<file path="config.mk">
export PLATFORM = sky130hd
export DESIGN_NAME = sis_cell
export DESIGN_NICKNAME = d
export VERILOG_FILES = /design/src/rtl/sis_pkg.sv /design/src/rtl/sis_cell.sv
export SDC_FILE = /design/constraint.sdc
export NUM_CORES = 1
export LEC_CHECK = 0
export BUFFER_PORTS_ARGS = -buffer_cell sky130_fd_sc_hd__buf_2
export CAP_MARGIN = 20
export CORE_UTILIZATION = 27
export CTS_CLUSTER_DIAMETER = 100
export CTS_CLUSTER_SIZE = 28
export DETAILED_ROUTE_END_ITERATION = 8
export GPL_ROUTABILITY_DRIVEN = 1
export GPL_TIMING_DRIVEN = 0
export HOLD_SLACK_MARGIN = 0.08
export PLACE_DENSITY_LB_ADDON = 0.15
export SYNTH_ARGS = -nofsm -noshare
export SYNTH_HDL_FRONTEND = slang
export SYNTH_SLANG_ARGS = --single-unit
</file>
<file path="constraint.sdc">
create_clock -name clk -period 3.3 [get_ports clk]
set_clock_uncertainty 0.1 [all_clocks]
set_input_delay 0.66 -clock clk [delete_from_list [all_inputs] [get_ports clk]]
set_output_delay 0.66 -clock clk [all_outputs]
set_load 0.005 [all_outputs]
</file>
<file path="src/rtl/sis_pkg.sv">
// Package with the shared types and constants of the sorted insertion store.
`default_nettype none
package sis_pkg;

	localparam int VALUE_W = 16;
	localparam int COUNT_W = 8;

	localparam logic MODE_INSERT = 1'b0;
	localparam logic MODE_REMOVE = 1'b1;

	// Command broadcast to every cell in the chain for the current word.
	typedef struct packed {
		logic               ins;
		logic               rem;
		logic [VALUE_W-1:0] value;
	} sis_cmd_t;

endpackage
`default_nettype wire

</file>
<file path="src/rtl/sis_cell.sv">
// One cell of the sorted chain: holds a value and trades it with its neighbors.
`default_nettype none
module sis_cell (
	input  wire                             clk,
	input  wire sis_pkg::sis_cmd_t          cmd,
	input  wire                             occupied,
	input  wire                             is_tail,
	input  wire [sis_pkg::VALUE_W-1:0]      prev_val,
	input  wire                             prev_ge,
	input  wire [sis_pkg::VALUE_W-1:0]      next_val,
	output logic [sis_pkg::VALUE_W-1:0]     cell_val,
	output logic                            ge
);
	import sis_pkg::*;

	logic [VALUE_W-1:0] val_q;

	// The cell holds a value not smaller than the incoming one.
	assign ge       = occupied && (val_q >= cmd.value);
	assign cell_val = val_q;

	always_ff @(posedge clk) begin
		if (cmd.rem) begin
			val_q <= next_val;
		end else if (cmd.ins) begin
			// The left neighbor moves in when it is displaced; the new value
			// lands in the first cell that is not smaller, or at the tail.
			if (prev_ge) begin
				val_q <= prev_val;
			end else if (ge || is_tail) begin
				val_q <= cmd.value;
			end
		end
	end

endmodule
`default_nettype wire

</file>
==> run_results.csv <==
group,metric,value,unit
die,start_util,28.1,%
power,power_frac_comb,27.9,%
logic_synthesis,synth_cells,124,
logic_synthesis,synth_area_leaders,"edfxtp_1 (39%), ha_1 (16%), mux2i_1 (13%), o21ai_0 (6.6%), nand2_1 (5.5%)",
timing,setup_viol,0,
die,die_h,69.3,um
flow_run,cap_violations,0,
power,fin_total_pwr,578,uW
timing,finalSetupTns,0,ns
power,powerDensity,344,mW/mm^2
detailed_routing,wirelength,3.22,mm
worst_setup_path,r2r-start,"cell_val[15]$_DFFE_PP_",
placed_design,gp_congestion,0.779,
timing,timing.final.crit_period,3.18,ns
grt,grt_pass1_vias,1214,
power,ir_drop,0.000141,V
clock_tree,post_cts_buffers,0,
worst_setup_path,start_kind,"input pin",
placed_design,placed_cell_area,0.00163,mm^2
grt,grt_pass1_wl,5.40,mm
logic_synthesis,synth_compound_area_share,15.1,%
finish,finalNetCount,268,
clock_tree,h-tree-depth,1,
timing,fmax,0.315,GHz
timing,worst_slew_pin_slew,0.510,ns
finish,diodes,0,
logic_synthesis,synth_top_area_share,39.3,%
logic_synthesis,yosysUniqueCellTypes,23,
timing,rsz0062_at_grt,"no",
detailed_routing,via_per_inst,4.69,
worst_setup_path,critPathCapture,"ge",
worst_setup_path,endpoint_kind,"primary output",
die,num_rows,24,
finish,post-route-util,38.6,%
placed_design,post-dp-hpwl,2.59,mm
clock_tree,clock_latency,0.25,ns
die,ios,71,
detailed_routing,drc_errors,0,
finish,final_layout_size_suffix_gt1_share,39.1,%
grt,grt_overflow_total,0,
detailed_routing,ant_nets,0,
logic_synthesis,synth_top_family_by_area,"adder cells",
timing,slew_headroom,66.0,%
detailed_routing,wire_per_inst,12.9,um
logic_synthesis,yosys.area_share.simple,9.42,%
logic_synthesis,synthMuxAreaShare,13.1,%
finish,synthToLayoutAreaGrowth,37.4,%
logic_synthesis,synth_xor_area_share,0,%
timing,drv_slew,0,
placed_design,port_buffers,69,
worst_setup_path,startpoint,"cmd[15]",
power,leakage,0.000896,uW
detailed_routing,firstDrtPassIters,3,
power,p_sw,161,uW
power,clkPwrFrac,26.6,%
grt,grt.total_usage,14.0,%
logic_synthesis,synthAdderAreaFrac,16.4,%
finish,fin_area,0.00168,mm^2
worst_setup_path,cp_data_arrival_time,2.42,ns
logic_synthesis,synth_area_per_cell,9.86,um^2
worst_setup_path,reg2reg_slack,0.57,ns
clock_tree,cts.sinks,16,
worst_setup_path,reg2reg_depth,6,
finish,largest_reg_flops,16,
timing,min_period_over_period,96.3,%
clock_tree,holdBufCountCts,0,
finish,final_cell_mix,"buf_2 (71), nand2_1 (18)",
timing,hold_viol,0,
die,die_w,69.3,um
worst_setup_path,required,2.54,ns
logic_synthesis,netlist_area,0.00122,mm^2
finish,final_common_cell,"buf_2",
power,seqPwrFrac,45.5,%
worst_setup_path,path_class,"input pin to primary output",
clock_tree,clockBufferDepth,2,
worst_setup_path,worstReg2RegEnd,"cell_val[15]$_DFFE_PP_",
logic_synthesis,seq_area_frac_synth,39.3,%
finish,fill_cells,452,
clock_tree,cts_made_buffers,3,
outcome,status,"finished clean",
die,core-area,0.00435,mm^2
min_path,min_path_type,"input pin to flop",
logic_synthesis,ys_seq_elements,16,
logic_synthesis,yosysTopAreaCell,"edfxtp_1",
logic_synthesis,yosys_warnings,0,
logic_synthesis,syn-num-nets,194,
die,dieArea,0.00480,mm^2
worst_setup_path,cp_max_fo,3,
clock_tree,cts.reportedPaths.clkPinSlew,0.07,ns
detailed_routing,num_vias,1168,
detailed_routing,drtIter0Drc,30,
clock_tree,root_buffer,"clkbuf_8",
power,p_sw_share,27.9,%
clock_tree,cts_tree,"yes",
grt,antenna_found_initial,0,
power,internal-power,417,uW
grt,grt_max_degree,17,
clock_tree,cts_resized,0,
## cells by family (layout without fill, tap and decap cells)
| kind of cell | after synthesis | after routing |
|---|---|---|
| AO/OA/AOI/OAI | 29 | 29 |
| flip-flops | 16 | 16 |
| buffers and inverters | 21 | 94 |
| AND/OR/NAND/NOR | 26 | 26 |
| multiplexers | 16 | 16 |
| adder cells (fa/ha/maj) | 16 | 16 |
## power groups by stage
stage	combinational, uW	sequential [uW]	clock [uW]
4_1_cts	165	264	158
3_5_place_dp	165	268	0
2_1_floorplan	82.8	269	0
3_3_place_gp	162	267	0
6_report	161	263	154
5_1_grt	185	266	168
## worst min path at each step
stage	depth (start not counted)	endpoint	startpoint
floorplan	2	cell_val[13]$_DFFE_PP_	next_val[13]
global placement	3	cell_val[6]$_DFFE_PP_	next_val[6]
detailed placement	3	cell_val[6]$_DFFE_PP_	next_val[6]
CTS	3	cell_val[6]$_DFFE_PP_	next_val[6]
global route	3	cell_val[10]$_DFFE_PP_	next_val[10]
finish	3	cell_val[6]$_DFFE_PP_	next_val[6]
## through the flow
stage / std cells / hold WS [ns] / setup WS, ns
4_1_cts: 249 / 0.582 / 0.114
3_5_place_dp: 245 / 0.841 / -0.130
6_report: 249 / 0.586 / 0.122
2_1_floorplan: 124 / 0.747 / 0.401
3_3_place_gp: 245 / 0.837 / -0.106
5_1_grt: 249 / 0.605 / 0.0000229
## cell type report
class	instances	area [um^2]	share of cell area [%]
Buffer	5	21.3	1.27
Clock buffer	3	41.3	2.46
Clock inverter	1	3.75	0.224
Inverter	16	60.1	3.58
Multi-Input combinational cell	87	662	39.4
Sequential cell	16	480	28.6
Tap cell	52	65.1	3.87
Timing Repair Buffer	69	345	20.6
## Yosys cell counts
cell type and number:
o21ai_0 16, a21oi_1 2, and2_2 1, nand4_1 1, nor2_1 1, ha_1 16
a21o_1 3, nand2_1 18, mux2i_1 16, nor3_1 1, o211ai_1 2, or3_1 2
edfxtp_1 16, o21a_1 2, buf_2 2, clkbuf_1 3, a221oi_1 1, a2111oi_2 1
and3_1 1, a2111oi_0 1, nand2b_1 1, a311o_1 1, inv_1 16
## worst max-delay path, cell delays in order
cell	delay (ns)
buf_2	0.09
inv_1	0.04
ha_1	0.31
nand4_1	0.15
or3_1	0.41
or3_1	0.33
o211ai_1	0.14
and2_2	0.18
buf_2	0.10
## per-layer routing
layer | vias up | share of wire (%) | GRT usage [%]
li1 | 595 | - | -
met1 | 526 | 46 | 16.8
met2 | 43 | 47 | 24.6
met3 | 4 | 6.6 | 3.34
met4 | 0 | 1.1 | 4.08
met5 | - | 0 | 0
Note: power is estimated with default switching activity, not from simulation.
